### src/assert_macros.svh
// Assertion macros shared by the sample ring log modules.
// Each macro expects the module to have clk_i and an active-low rst_ni.
`ifndef ASSERT_MACROS_SVH
`define ASSERT_MACROS_SVH

// A condition that must hold at every clock edge outside reset.
`define SRL_ASSERT(lbl, prop) \
  lbl: assert property (@(posedge clk_i) disable iff (!rst_ni) (prop)) \
    else $error("sample ring log: assertion failed");

// A same-cycle implication.
`define SRL_ASSERT_IMPLY(lbl, ante, cons) \
  lbl: assert property (@(posedge clk_i) disable iff (!rst_ni) (ante) |-> (cons)) \
    else $error("sample ring log: assertion failed");

// An implication checked in the next cycle.
`define SRL_ASSERT_NEXT(lbl, ante, cons) \
  lbl: assert property (@(posedge clk_i) disable iff (!rst_ni) (ante) |=> (cons)) \
    else $error("sample ring log: assertion failed");

`endif

### src/srl_pkg.sv
// Shared constants, types and codes for the sample ring log.
// Used by srl_minmax and sample_ring_log_with_range; depends on nothing.
package srl_pkg;

  localparam int unsigned DEPTH   = 128;
  localparam int unsigned ADDR_W  = $clog2(DEPTH);
  localparam int unsigned ADDR_W1 = ADDR_W + 1;
  localparam int unsigned CNT_W   = $clog2(DEPTH + 1);
  localparam int unsigned TEMP_W  = 16;
  localparam int unsigned AGE_W   = 7;
  localparam int unsigned MODE_W  = 2;
  localparam int unsigned COUNT_W = 8;
  localparam int unsigned CMP_W   = (CNT_W > AGE_W) ? CNT_W : AGE_W;

  // Narrowest span a range query reports, and half of it.
  localparam int unsigned SPAN_MIN  = 16;
  localparam int unsigned HALF_SPAN = SPAN_MIN / 2;

  typedef enum logic [MODE_W-1:0] {
    MODE_APPEND = 2'd0,
    MODE_READ   = 2'd1,
    MODE_RANGE  = 2'd2
  } mode_e;

  typedef enum logic [2:0] {
    MM_NOP,
    MM_FIRST,
    MM_FEED,
    MM_MID,
    MM_WIDEN
  } mm_op_e;

  typedef struct packed {
    mm_op_e                    op;
    logic signed [TEMP_W-1:0]  value;
  } mm_ctrl_t;

  typedef struct packed {
    logic                      xflag;
    logic signed [TEMP_W-1:0]  xtal;
    logic signed [TEMP_W-1:0]  die;
  } entry_t;

  localparam int unsigned ENTRY_W = $bits(entry_t);

endpackage

### src/srl_minmax.sv
// Shared min/max accumulator with the final span widening step.
// Depends on srl_pkg and assert_macros.svh.
`include "assert_macros.svh"

module srl_minmax (
  input  logic                                  clk_i,
  input  logic                                  rst_ni,
  input  srl_pkg::mm_ctrl_t                     ctrl_i,
  output logic signed [srl_pkg::TEMP_W-1:0]     lo_o,
  output logic signed [srl_pkg::TEMP_W-1:0]     hi_o
);

  logic signed [srl_pkg::TEMP_W-1:0] lo_q, lo_d;
  logic signed [srl_pkg::TEMP_W-1:0] hi_q, hi_d;
  logic signed [srl_pkg::TEMP_W-1:0] mid_q, mid_d;
  logic                              small_q, small_d;
  logic signed [srl_pkg::TEMP_W:0]   diff_w;
  logic signed [srl_pkg::TEMP_W:0]   sum_w;
  logic signed [srl_pkg::TEMP_W:0]   sum_half_w;
  logic signed [srl_pkg::TEMP_W:0]   wlo_w;
  logic signed [srl_pkg::TEMP_W:0]   whi_w;

  always_comb begin
    lo_d    = lo_q;
    hi_d    = hi_q;
    mid_d   = mid_q;
    small_d = small_q;
    diff_w     = {hi_q[srl_pkg::TEMP_W-1], hi_q} - {lo_q[srl_pkg::TEMP_W-1], lo_q};
    sum_w      = {hi_q[srl_pkg::TEMP_W-1], hi_q} + {lo_q[srl_pkg::TEMP_W-1], lo_q};
    sum_half_w = sum_w >>> 1;
    wlo_w = {mid_q[srl_pkg::TEMP_W-1], mid_q} - (srl_pkg::TEMP_W+1)'(srl_pkg::HALF_SPAN);
    whi_w = {mid_q[srl_pkg::TEMP_W-1], mid_q} + (srl_pkg::TEMP_W+1)'(srl_pkg::HALF_SPAN);
    case (ctrl_i.op)
      srl_pkg::MM_FIRST: begin
        lo_d = ctrl_i.value;
        hi_d = ctrl_i.value;
      end
      srl_pkg::MM_FEED: begin
        if (ctrl_i.value < lo_q) begin
          lo_d = ctrl_i.value;
        end
        if (ctrl_i.value > hi_q) begin
          hi_d = ctrl_i.value;
        end
      end
      srl_pkg::MM_MID: begin
        // The arithmetic shift gives the floor of the midpoint for negative sums too.
        small_d = diff_w < (srl_pkg::TEMP_W+1)'(srl_pkg::SPAN_MIN);
        mid_d   = sum_half_w[srl_pkg::TEMP_W-1:0];
      end
      srl_pkg::MM_WIDEN: begin
        if (small_q) begin
          // A carry into the top bit that disagrees with the sign means the bound
          // left the 16-bit range, so it saturates.
          lo_d = (wlo_w[srl_pkg::TEMP_W] != wlo_w[srl_pkg::TEMP_W-1]) ?
                 {1'b1, {(srl_pkg::TEMP_W-1){1'b0}}} : wlo_w[srl_pkg::TEMP_W-1:0];
          hi_d = (whi_w[srl_pkg::TEMP_W] != whi_w[srl_pkg::TEMP_W-1]) ?
                 {1'b0, {(srl_pkg::TEMP_W-1){1'b1}}} : whi_w[srl_pkg::TEMP_W-1:0];
        end
      end
      default: begin
      end
    endcase
  end

  always_ff @(posedge clk_i) begin
    lo_q    <= lo_d;
    hi_q    <= hi_d;
    mid_q   <= mid_d;
    small_q <= small_d;
  end

  assign lo_o = lo_q;
  assign hi_o = hi_q;

  `SRL_ASSERT_NEXT(a_lo_not_above_hi, ctrl_i.op != srl_pkg::MM_NOP, lo_q <= hi_q)
  `SRL_ASSERT_NEXT(a_first_sets_both, ctrl_i.op == srl_pkg::MM_FIRST, lo_q == hi_q)
  `SRL_ASSERT(a_op_known, ctrl_i.op <= srl_pkg::MM_WIDEN)

endmodule

### config.mk
export PLATFORM = sky130hd
export DESIGN_NAME = srl_minmax
export DESIGN_NICKNAME = d
export VERILOG_FILES = /design/src/srl_pkg.sv /design/src/srl_minmax.sv
export VERILOG_INCLUDE_DIRS = /design/src /design/src/src
export SDC_FILE = /design/constraint.sdc
export NUM_CORES = 1
export LEC_CHECK = 0
export ABC_AREA = 0
export BUFFER_PORTS_ARGS = -buffer_cell sky130_fd_sc_hd__buf_2
export CAP_MARGIN = 20
export CELL_PAD_IN_SITES_DETAIL_PLACEMENT = 0
export CELL_PAD_IN_SITES_GLOBAL_PLACEMENT = 1
export CORE_ASPECT_RATIO = 0.75
export CORE_MARGIN = 3
export CORE_UTILIZATION = 30
export CTS_CLUSTER_DIAMETER = 80
export DETAILED_ROUTE_END_ITERATION = 10
export PLACE_DENSITY_LB_ADDON = 0.1
export SYNTH_ARGS = -nofsm -noshare
export SYNTH_HDL_FRONTEND = slang
export SYNTH_SLANG_ARGS = --single-unit
### constraint.sdc
create_clock -name clk_i -period 5.23 [get_ports clk_i]
set_clock_uncertainty 0.1 [all_clocks]
set_input_delay 0.523 -clock clk_i [delete_from_list [all_inputs] [get_ports clk_i]]
set_output_delay 0.523 -clock clk_i [all_outputs]
set_load 0.02 [all_outputs]
==> impl_metrics.tcl <==
set metrics [dict create \
    critPathArrivalTime_ns 3.57 \
    critical_path_peak_fanout 9 \
    rr_worst_depth 7 \
    ys_seq_elements 49 \
    min_path_cells 3 \
    place_congestion 0.784 \
    path_cells "or4_1, nor4_1, nor4b_1, xnor2_1, ha_1, or3_1, o21ai_0" \
    drt-wirelength-per-cell_um 17.9 \
    cts_sinks 49 \
    via_per_inst 4.91 \
    preCtsSetupSlack_ns 1.65 \
    place.port_buffers 51 \
    powerDensity_mw_per_mm2 244 \
    slew_headroom_pct 41.2 \
    grtUsageTotal_pct 16.1 \
    rsz0062_at_grt "false" \
    cp_num_cells 7 \
    hold_buffers 0 \
    yosysTopAreaCell "edfxtp_1" \
    fin_setup_tns_ns 0 \
    fin_nets 622 \
    syn2layout_area_growth_pct 14.1 \
    numCtsBuffers 5 \
    ios 53 \
    setup_ws_ns 1.68 \
    cts-htree-levels 2 \
    hold_class "in -> reg" \
    yosysSeqAreaShare_pct 33.1 \
    final_common_cell "ha_1" \
    critPathKind "reg -> reg" \
    drcViolationCount 0 \
    routed_wl_mm 13.1 \
    overflow 0 \
    syn_inst 492 \
    coreArea_mm2 0.0141 \
    rows 37 \
    finalCriticalPeriod_ns 3.55 \
    via_count 3588 \
    required_ns 5.26 \
    netlist_area_mm2 0.00444 \
    critPathBufInv 0 \
    synth.distinct_cells 56 \
    finalHoldViolCount 0 \
    synth_edf_count 49 \
    cpPeakStageDelay_ns 0.63 \
    grt_pass1_wl_mm 20.6 \
    cts_tree "yes" \
    cts_buffer_depth 2 \
    start_util_pct 31.6 \
    startpoint_type "register" \
    ys_warn_count 0 \
    synthArstFlopShare_pct 0 \
    die_h_um 111 \
    cts.clk_slew.worst_paths_ns 0.07 \
    syn_area_per_cell_um2 9.03 \
    insertion_delay_ns 0.29 \
    end_kind "register" \
    synth_flop_cell "edfxtp_1" \
    setup_viol 0 \
    hpwl_mm 10.5 \
    antenna_found_initial 0 \
    max_slew.worst_pin.slew_ns 0.872 \
    drv_cap 0 \
    final_cell_mix "ha_1, buf_2, edfxtp_1, inv_1, nor2_1" \
    syn-num-nets 579 \
    firstDrtPassIters 4 \
    min_period_over_period_pct 67.9 \
    die_area_mm2 0.0163 \
    grt_max_degree 40 \
    crit_family "simple AND/OR/NAND/NOR gates" \
    dieWidth_um 147 \
    ant_nets 0 \
    slew_violations 0 \
    post_cts_resize_count 0 \
    fmax_mhz 282 \
    root_buffer "clkbuf_16" \
    drt_iter0_drc 249 \
    synthTopCellsByArea "edfxtp_1, ha_1, o21ai_0" \
    drive_gt1_share_pct 13.2 \
    utilization_pct 36.0 \
    power.leakage_uw 0.00222 \
    grt_pass1_vias 3555 \
    postCtsSetupBuffers 0 \
    insertedDiodeCount 0 \
    synth_top_area_share_pct 33.1 \
    status "complete, no violations" \
    p_total_uw 1240 \
    ir_worst_vdd_v 0.000128 \
    crit_slowest_cell "or4_1" \
]
[layout make-up]
type                            count  area (µm²)
Clock buffer                        6         129
Clock inverter                      2        33.8
Fill cell                        1490        9010
Inverter                           47         176
Multi-Input combinational cell    377        2730
Sequential cell                    49        1470
Tap cell                          195         244
Timing Repair Buffer               55         285
[synthesized netlist by cell type, types with 5 or more instances]
cell       n
nand3_1    5
xor2_1    14
inv_1     47
clkbuf_1  15
a21oi_1   23
nand2b_1  11
xnor2_1   21
a31oi_1    5
nor2_1    45
nor4_1     5
edfxtp_1  49
nand4_1    9
nor3_1     8
o21ai_0   40
nor3b_1    5
and3_1     5
nor2b_1    8
ha_1      65
a21o_1    15
o21bai_1   6
nand2_1   34
[worst register-to-register path: stages, from the launching register on]
cell,delay [ns]
edfxtp_1,0.50
or4_1,0.63
nor4_1,0.37
nor4b_1,0.38
xnor2_1,0.12
ha_1,0.42
or3_1,0.60
o21ai_0,0.26
[kinds of logic (layout without fill, tap and decap cells)]
| group | after synthesis | count (layout) | share of synthesized area (%) |
|---|---|---|---|
| buffers and inverters | 66 | 110 | 5.86 |
| AO/OA/AOI/OAI | 116 | 116 | 16.5 |
| XOR/XNOR | 35 | 35 | 6.90 |
| flip-flops | 49 | 49 | 33.1 |
| adder cells (fa/ha/maj) | 66 | 66 | 18.8 |
| multiplexers | 4 | 4 | 0.930 |
| AND/OR/NAND/NOR | 156 | 156 | 17.9 |
[registers in the layout, indices dropped and copies added (netlist names)]
signal,count
hi_o,16
lo_o,16
mid_q,16
small_q,1
[path summary, 6_finish.rpt]
| kind | from | endpoint | slack [ns] |
|---|---|---|---|
| min reg2reg | mid_q[0] | hi_o[0] | 0.53 |
| min | ctrl_i[0] | lo_o[0] | 0.46 |
| max | mid_q[9] | lo_o[9] | 1.68 |
| max reg2reg | mid_q[9] | lo_o[9] | 1.68 |
[power breakdown]
part | internal, µW | total, µW | switching, µW
logic | 139 | 368 | 228
clock network | 225 | 373 | 148
registers | 471 | 498 | 26.8
[routing by layer]
metal	track usage, %	wire (µm)	vias up
li1	-	-	1848
met1	25.5	7260	1662
met2	22.9	5130	67
met3	2.93	562	11
met4	3.07	164	0
met5	0	0	-
[per-stage QoR]
step | instances | instance area [µm²] | hold WS, ns
floorplan | 492 | 4440 | 0.484
global placement | 723 | 4900 | 0.514
detailed placement | 723 | 4900 | 0.512
CTS | 731 | 5070 | 0.454
global route | 731 | 5070 | 0.486
finish | 731 | 5070 | 0.458
(Power assumes the default switching activity.)
