File: src/assert_macros.svh
// Assertion macros shared by the sample ring log modules.
// Each macro expects the module to have clk_i and an active-low rst_ni.
`ifndef ASSERT_MACROS_SVH
`define ASSERT_MACROS_SVH

// A condition that must hold at every clock edge outside reset.
`define SRL_ASSERT(lbl, prop) \
  lbl: assert property (@(posedge clk_i) disable iff (!rst_ni) (prop)) \
    else $error("sample ring log: assertion failed");

// A same-cycle implication.
`define SRL_ASSERT_IMPLY(lbl, ante, cons) \
  lbl: assert property (@(posedge clk_i) disable iff (!rst_ni) (ante) |-> (cons)) \
    else $error("sample ring log: assertion failed");

// An implication checked in the next cycle.
`define SRL_ASSERT_NEXT(lbl, ante, cons) \
  lbl: assert property (@(posedge clk_i) disable iff (!rst_ni) (ante) |=> (cons)) \
    else $error("sample ring log: assertion failed");

`endif

File: src/srl_ram.sv
// Generic single-port-write, single-port-read RAM with a registered read.
// Stand-alone; the read data holds while no read is issued.
module srl_ram #(
  parameter int unsigned WIDTH = 8,
  parameter int unsigned DEPTH = 16
) (
  input  logic                     clk_i,
  input  logic                     we_i,
  input  logic [$clog2(DEPTH)-1:0] waddr_i,
  input  logic [WIDTH-1:0]         wdata_i,
  input  logic                     re_i,
  input  logic [$clog2(DEPTH)-1:0] raddr_i,
  output logic [WIDTH-1:0]         rdata_o
);

  logic [WIDTH-1:0] mem_q [DEPTH];
  logic [WIDTH-1:0] rdata_q;

  always_ff @(posedge clk_i) begin
    if (we_i) begin
      mem_q[waddr_i] <= wdata_i;
    end
    if (re_i) begin
      rdata_q <= mem_q[raddr_i];
    end
  end

  assign rdata_o = rdata_q;

endmodule

File: config.mk
export PLATFORM = sky130hd
export DESIGN_NAME = srl_ram
export DESIGN_NICKNAME = d
export VERILOG_FILES = /design/src/assert_macros.svh /design/src/srl_ram.sv
export SDC_FILE = /design/constraint.sdc
export NUM_CORES = 1
export LEC_CHECK = 0
export BUFFER_PORTS_ARGS = -buffer_cell sky130_fd_sc_hd__clkbuf_2
export CORE_MARGIN = 2
export CORE_UTILIZATION = 45
export DETAILED_ROUTE_END_ITERATION = 7
export PLACE_DENSITY = 0.63
export SLEW_MARGIN = 20
export SYNTH_ARGS = -nofsm -noshare
export SYNTH_HDL_FRONTEND = slang
export SYNTH_SLANG_ARGS = --single-unit
File: constraint.sdc
create_clock -name clk_i -period 5.4 [get_ports clk_i]
set_clock_uncertainty 0.2 [all_clocks]
set_input_delay 0.54 -clock clk_i [delete_from_list [all_inputs] [get_ports clk_i]]
set_output_delay 0.54 -clock clk_i [all_outputs]
set_load 0.02 [all_outputs]
==> results of run 1 <==
state kept, by name, summed over array words and instances (netlist names):
| register | cells |
|---|---|
| mem_q | 128 |
| rdata_o | 8 |
final timing paths:
path | cells past startpoint | startpoint | slack (ps) | end
hold reg to reg | 3 | mem_q[14][1]$_DFFE_PP_ | 550 | rdata_o[1]$_DFFE_PP_
setup / recovery | 5 | raddr_i[0] | 3230 | rdata_o[1]$_DFFE_PP_
hold / removal | 1 | wdata_i[0] | 360 | mem_q[5][0]$_DFFE_PP_
setup reg to reg | 3 | mem_q[2][1]$_DFFE_PP_ | 3710 | rdata_o[1]$_DFFE_PP_
cells in the mapped netlist:
| master | n | area (sq um) |
|---|---|---|
| sky130_fd_sc_hd__a22oi_1 | 16 | 120.1 |
| sky130_fd_sc_hd__and2_1 | 1 | 6.260 |
| sky130_fd_sc_hd__and2b_1 | 1 | 7.510 |
| sky130_fd_sc_hd__buf_2 | 3 | 15.01 |
| sky130_fd_sc_hd__buf_4 | 1 | 7.510 |
| sky130_fd_sc_hd__buf_6 | 3 | 33.78 |
| sky130_fd_sc_hd__clkdlybuf4s25_2 | 3 | 30.03 |
| sky130_fd_sc_hd__edfxtp_1 | 136 | 4084 |
| sky130_fd_sc_hd__mux4_1 | 14 | 367.9 |
| sky130_fd_sc_hd__mux4_2 | 18 | 405.4 |
| sky130_fd_sc_hd__nand2_1 | 9 | 33.78 |
| sky130_fd_sc_hd__nand2b_1 | 2 | 12.51 |
| sky130_fd_sc_hd__nand3_1 | 1 | 5.000 |
| sky130_fd_sc_hd__nand3b_1 | 2 | 15.01 |
| sky130_fd_sc_hd__nor2_1 | 13 | 48.80 |
| sky130_fd_sc_hd__nor2b_1 | 1 | 6.260 |
| sky130_fd_sc_hd__nor3_1 | 4 | 20.02 |
| sky130_fd_sc_hd__or3b_2 | 1 | 8.760 |
worst register-to-register path, cell delays in order, from the launching register on:
cell	delay (ps)
sky130_fd_sc_hd__edfxtp_1	360
sky130_fd_sc_hd__mux4_1	490
sky130_fd_sc_hd__a22oi_1	290
sky130_fd_sc_hd__nand2_1	90
metrics by stage:
step	hold slack (ps)	instances	instance area, sq um	setup WS, ps
after floorplan	438.9	229	5228	3167
after global placement	523.5	391	5483	2794
after detailed placement	540.0	391	5483	2753
after CTS	352.8	422	5963	3189
after global routing	386.1	422	5963	3105
final	363.0	422	5963	3235
cell families after synthesis:
group	after synthesis	synth area share, %
AOI/OAI and AO/OA	16	2.298
buffers and inverters	10	1.651
DFF	136	78.12
muxes	32	14.79
and+or+nand+nor	35	3.136
area by class of cell:
cell class	instances	area (sq um)	share of cell area [%]
flip-flops and latches	136	4084	68.49
clock buffers	23	447.9	7.512
repair buffers	29	152.6	2.560
multi-input cells	83	1067	17.90
clock inverters	8	32.53	0.5455
well taps	143	178.9	3.000
routing by layer:
| metal | track usage [%] | up-vias | wire [microns] |
|---|---|---|---|
| met2 | 25.70 | 74 | 4782 |
| met1 | 23.32 | 1234 | 4258 |
| met3 | 4.300 | 12 | 510 |
| met5 | 0 | - | 0 |
| li1 | - | 1057 | - |
| met4 | 8.313 | 0 | 163 |
report_power, final:
group / internal, mW / switching (mW)
logic: 0.0415 / 0.0648
registers: 1.19 / 0.00644
clock network: 0.570 / 0.370
total: 1.80 / 0.441
==> results, run 1 <==
- The flow ran to the end, and the final reports show no timing, DRC or antenna violations.
- The flop and latch count out of synthesis is 136.
- Clock tree synthesis inserted a total of 17 buffers.
- The min-delay analysis places its worst path in the category in2reg.
- Data on the critical path arrives at its endpoint at 2110 ps.
- The HPWL reported at the end of detailed placement is 5.737 mm.
- The count of buffers added on input and output ports is 26.
- After clock tree synthesis, the flow added hold-fix buffers numbering 0.
- In the final timing run, aggregate negative setup slack is 0 ps.
- At the pin with the least slew margin, the transition time is 1004 ps.
- Dividing total power by cell area gives a power density of 376.4 nW/um^2.
- The total die area is 12490 sq um.
- The first global-routing pass estimated 14.72 mm of wire.
- The number of nets in the synthesized netlist is 248.
- Across the run, the number of max-cap violations was 0.
- The final hold violation count was 0.
- Leaving out fill and tap cells, the most frequent cells in the layout are sky130_fd_sc_hd__edfxtp_1, sky130_fd_sc_hd__clkbuf_2, sky130_fd_sc_hd__mux4_2.
- The final weighted congestion in routability-driven placement is 0.7432.
- The final critical delay including setup and external delays is 2166 ps.
- The initial utilization of the core area, before any placement, comes to 45.98%.
- The number of levels in the clock H-tree is 4.
- Traced cell by cell, the critical path runs through clkbuf_2 > buf_4 > mux4_1 > a22oi_1 > nand2_1.
- Setup repair after global routing left no endpoint under its margin.
- The filler cell count is 898.
- The number of different library cells in the post-synthesis netlist is 18.
- The initialized floorplan defines 39 standard-cell rows.
- The number of global-route vias before repair is 2416.
- Setup violations remaining at the end of the flow were counted as 0.
- The number of setup buffers added after CTS is 0.
- In this run the tightest slew margin relative to its limit is 32.82%.
- The sum of routed wire length over all layers is 9.715 mm.
- The initial antenna violation count is 0.
- The count of nets after finishing is 286.
- The cell family contributing the most delay on the critical path is multiplexers.
- Entering global routing, the biggest net connects 33 pins.
- The maximum root-to-sink buffer count is 2.
- The post-synthesis cell count is 229.
- The detailed-route DRC error count is 0.
- Data on the critical path is required at its endpoint by 5350 ps.
- The clock-pin slew reported for the worst setup and hold paths after clock tree synthesis is 50 ps.
- Summed over all cells, the static leakage comes to 1.966 nW.
- 0 antenna diodes ended up in the layout.
- The max-slew violation count is 0.
- The first TritonRoute pass finished after 4 iterations.
- The startpoint-to-endpoint class of the critical path is in2reg.
- The maximum cell stage delay along the critical path is 630 ps.
- STA classifies the critical path endpoint as a flop.
- The mapped netlist covers 5228 sq um.
- The clock insertion delay at the later pin of the skew report is 410 ps.
- The top fanout value on the critical path is 32.
- In this run the remaining antenna-violating nets after routing total 0.
- The root buffer cell chosen for the clock tree is sky130_fd_sc_hd__clkbuf_16.
- The detailed router finished its first iteration with 137 violations.
- The layout-stage area growth over the synthesis result is 14.07%.
- The synthesized area per cell is 22.83 sq um.
- The final core utilization is 52.45%.
- The detailed router placed 2377 vias in this run.
- The average wire per cell in the routed design is 23.02 microns.
- The overall routing resource usage is 16.99%.
- The clock tree from TritonCTS is done.
- Post-CTS repair changed the size of 0 cells.
- The final critical path takes up 40.10% of the cycle.
- In this run the vertical extent of the chip is 111.8 microns.
- Yosys printed 0 warnings.
- The region available for standard cell placement spans 11370 sq um.
- After detailed routing, the number of vias per cell comes to 5.633.
- The worst path buffer plus inverter count is 2.
- The share of the Yosys chip area taken by registers is 78.12%.
- The worst setup path is launched from an input port.
- For this design the top-level I/O count stands at 27.
- In the final layout, the share of cells above drive strength 1 is 24.73%.
- The most common cell after layout, fill and taps aside is sky130_fd_sc_hd__edfxtp_1.
- After global routing the overflow that remains totals 0.
- Power comes to 2.245 mW.
- The floorplan step set the die width to 111.8 microns.
- The timing-limited maximum frequency is 461.8 MHz.
- VDD sags by at most 0.0002163 V.
- The critical-path cell with the highest stage delay is sky130_fd_sc_hd__mux4_1.
- Clock tree synthesis found a total of 136 sinks.
Power figures use the tool's default switching activity.
==> inputs of run 2 (changes only) <==
Settings changed: ABC_AREA from default to 1, PLACE_DENSITY 0.63 to 0.65.
Clock period 5.4 ns to 1.9 ns, I/O delays scaled along.
==> run 2 against run 1 <==
Power grew to 3.1 times the previous value. Combinational power rose to 4.0 times the previous value. Non-clock buffer count is 23 higher. Design area rose by 14%. Utilization is 1.4 points higher. Highest routed layer unchanged.
==> results, run 2 <==
- The run finished with clean final reports.
- The sum of routed wire length over all layers is 13.04 mm (+34%).
- In this run the critical register-to-register path is captured at rdata_o[6]$_DFFE_PP_.
- The worst-case register-to-register setup slack is 530 ps (-3180 ps).
- The worst path uses 74.32% of the clock period.
- STA classifies the critical path endpoint as an output port.
- The post-synthesis cell count came to 551 (+140%).
- The data required time of the critical path is 1510 ps (-3840 ps).
- The total die area came to 13920 sq um (+11%).
- The wire length of the first global-routing pass is 20.44 mm (+39%).
- The dominant cell type by area after synthesis is sky130_fd_sc_hd__edfxtp_1.
- The cell family contributing the most delay on the critical path is flip-flops.
- By instance count, the leading cell after synthesis is sky130_fd_sc_hd__nand2_1.
- The fraction of power consumed by sequential logic was 48.2% (-5.2 points).
- The worst min-delay path endpoint is mem_q[2][4]$_DFFE_PP_.
- The worst max-slew margin expressed relative to the limit is 58.55% (+26 points).
- The cell chosen for the clock root is sky130_fd_sc_hd__clkbuf_16.
- The HPWL reported at the end of detailed placement is 8.299 mm (+45%).
- The worst hold path stage count is 1 (unchanged).
- The final hold violation count came to 0 (unchanged).
- The fraction of registers with async set/reset is 0% (unchanged).
- The setup TNS after final layout was 0 ps (unchanged).
- The number of flip-flops under the largest register name is 128 (unchanged).
- The core area is 12670 sq um (+11%).
- The hold buffer count at CTS is 1 (+1).
- The number of buffers added by the clock tree synthesis step came to 17 (unchanged).
- In this run the most critical hold path is launched from wdata_i[4].
- The power density over the cells is 1035 nW/um^2 (+170%).
- The number of gates given a new drive strength after cts is 0 (unchanged).
- The maximum cell stage delay along the critical path is 420 ps (-210 ps).
- The transition at the pin with the smallest max-transition slack came to 620.9 ps (-383.1 ps).
- The overflow left after global routing is 0 (unchanged).
- The clock insertion delay at the later pin of the skew report was 420 ps (about the same).
- The timing-limited maximum frequency is 708.2 MHz.
- The initial DRC count is 395 (+190%).
- The initial standard-cell utilization of the core was 46.14% (+0.17 points).
- The maximum root-to-sink buffer count is 2 (unchanged).
- The vertical die dimension was 118.0 microns (+5.6%).
- The detailed-route DRC error count is 0 (unchanged).
- The worst path needs 1412 ps of the cycle, external delays included.
- The sum of internal, switching and leakage power was 7.059 mW (+210%).
- The commonest cells after synthesis are sky130_fd_sc_hd__nand2_1, sky130_fd_sc_hd__edfxtp_1, sky130_fd_sc_hd__inv_1.
- The share of total power in the clock network is 45.8% (+3.9 points).
- The critical path goes through clkbuf_2.
- The number of nets with antenna violations after detailed routing was 0 (unchanged).
- The critical path is of the reg2out type.
- The number of different library cells in the post-synthesis netlist is 11 (-7).
- The sequential element share of the synthesized area was 69.85% (-8.3 points).
- The count of standard-cell rows came to 41 (+5.1%).
- The overall routing resource usage is 19.70% (+2.7 points).
- The combinational power share is 6.0% (+1.3 points).
- The count of inserted antenna diode cells is 0 (unchanged).
- The worst path buffer plus inverter count is 1 (-1).
- In the synthesized netlist the dominant register cell turns out to be sky130_fd_sc_hd__edfxtp_1.
- The average wire per cell in the routed design is 16.66 microns (-28%).
- The critical path data arrival time is 1020 ps (-1090 ps).
- Setup repair after global routing left no endpoint under its margin.
- The number of setup buffers added after CTS was 0 (unchanged).
- The number of levels in the clock H-tree is 4 (unchanged).
- In this run the critical register-to-register path is launched from mem_q[2][6]$_DFFE_PP_.
- STA classifies the critical path startpoint as a flop.
- The clock tree from TritonCTS is done.
- The static leakage was 2.954 nW (+50%).
- The largest register by flop count is mem_q.
- The cell-internal power is 5.547 mW (+210%).
- The worst hold slack after final layout is 31.05 ps (-332.0 ps).
- The count of nets after finishing is 617 (+120%).
- The chip width is 118.0 microns (+5.6%).
- The top fanout value on the critical path was 1 (-97%).
- The worst IR drop on VDD is 0.0007009 V (+220%).
- The I/O pin total came to 27 (unchanged).
- The worst reg2reg path depth is 6 (+3).
- The switching power share of the total is 21.42% (+1.8 points).
- The net count after synthesis was 570 (+130%).
- The count of flip-flops with a built-in enable after synthesis was 136 (unchanged).
- The initial antenna violation count is 0 (unchanged).
- The final core utilization is 53.85% (+1.4 points).
- The number of buffers inserted by port buffering is 26 (unchanged).
- The switching power summed over all nets is 1.512 mW (+240%).
- The TritonCTS sink count is 136 (unchanged).
- The library cells used most frequently in the layout, excluding fill and tap cells, are sky130_fd_sc_hd__nand2_1, sky130_fd_sc_hd__edfxtp_1, sky130_fd_sc_hd__inv_1.
- The synthesized area per cell is 10.61 sq um (-54%).
- The pin count of the biggest net entering global routing is 38 (+15%).
- The summed instance area of the synthesized netlist is 5847 sq um (+12%).
- The area share of the largest cell type after synthesis is 69.85% (-8.3 points).
- The worst hold-check path type is in2reg.
- Yosys attributes the largest share of cell area to sky130_fd_sc_hd__edfxtp_1, sky130_fd_sc_hd__nand2_1, sky130_fd_sc_hd__nand3_1.
- The library cell used most frequently in the layout, excluding fill and tap cells, is sky130_fd_sc_hd__nand2_1.
- The flop and latch count out of synthesis is 136 (unchanged).
- The final weighted congestion in routability-driven placement was 0.8410 (+13%).
- The final setup violation count is 0 (unchanged).
- The share of cells above drive strength 1 is 13.42% (-11 points).
- The number of search-and-repair iterations in the first detailed-routing pass is 5 (+1).
- The number of global-route vias before repair is 3678 (+52%).
- For this design, the slowest cell found on the critical path is sky130_fd_sc_hd__edfxtp_1.
- The post-detailed-route via-to-cell ratio came to 4.977 (-12%).
- The total of warnings raised by yosys is 0 (unchanged).
- The number of max-cap violations is 0 (unchanged).
- The clock-pin slew reported for the worst setup and hold paths after clock tree synthesis is 60 ps (about the same).
- Compared with the post-synthesis result, the final layout area differs by 16.69%.
- The total via count in the routed design is 3897 (+64%).
- The max-slew violation count came to 0 (unchanged).
## run 2: cell types whose count changed in the layout (fill, tap and decap cells not counted), sizes merged, moves of 5 or more
cell,previous run,this run
a22oi,16,0
buf,3,25
clkbuf,49,44
inv,0,102
mux4,32,0
nand2,9,173
nand3,1,97
## run 2: worst max-delay path by stage
stage / depth (start not counted) / slack (ps) / start / endpoint
3_5_place_dp: 7 / 230 / raddr_i[0] / rdata_o[6]$_DFFE_PP_
5_1_grt: 6 / 460 / mem_q[12][0]$_DFFE_PP_ / rdata_o[0]$_DFFE_PP_
2_1_floorplan: 2 / 560 / waddr_i[2] / mem_q[10][0]$_DFFE_PP_
3_3_place_gp: 7 / 240 / raddr_i[0] / rdata_o[6]$_DFFE_PP_
4_1_cts: 1 / 470 / rdata_o[4]$_DFFE_PP_ / rdata_o[4]
6_report: 1 / 490 / rdata_o[4]$_DFFE_PP_ / rdata_o[4]
## run 2: layout make-up
cell class	instances	area [sq um]
inverters	102	382.9
clock buffers	18	429.2
well taps	172	215.2
fillers	1082	5848
clock inverters	14	157.7
repair buffers	52	340.3
flip-flops and latches	136	4084
multi-input cells	289	1214
## run 2: power groups by stage
stage / combinational, mW / clock (mW) / sequential [mW]
floorplan: 0.237 / 0 / 3.48
global placement: 0.414 / 0 / 3.46
detailed placement: 0.420 / 0 / 3.46
CTS: 0.424 / 3.26 / 3.40
global route: 0.470 / 3.40 / 3.41
finish: 0.422 / 3.24 / 3.40
## run 2: per-layer routing
layer	routed length (microns)	track usage, %	up-vias
met2	6205	30.45	147
met3	910	4.021	12
met1	5781	27.88	1862
li1	-	-	1876
met5	0	0	-
met4	144	6.852	0
## run 2: metrics by stage
stage,area (sq um),setup slack [ps],cells
floorplan,5847,559.2,551
global placement,6226,242.8,750
CTS,6823,466.2,783
finish,6823,488.0,783
detailed placement,6226,231.9,750
global route,6823,456.3,783
## run 2: worst register-to-register path, delay by kind of cell (launching register included)
kind             cells  cell delay [ps]
and+or+nand+nor      6              550
DFF                  1              370
## run 2: cell families (layout without fill, tap and decap cells)
group,Yosys count,count (layout),synth area share [%]
buffers and inverters,126,186,9.394
DFF,136,136,69.85
and+or+nand+nor,289,289,20.76
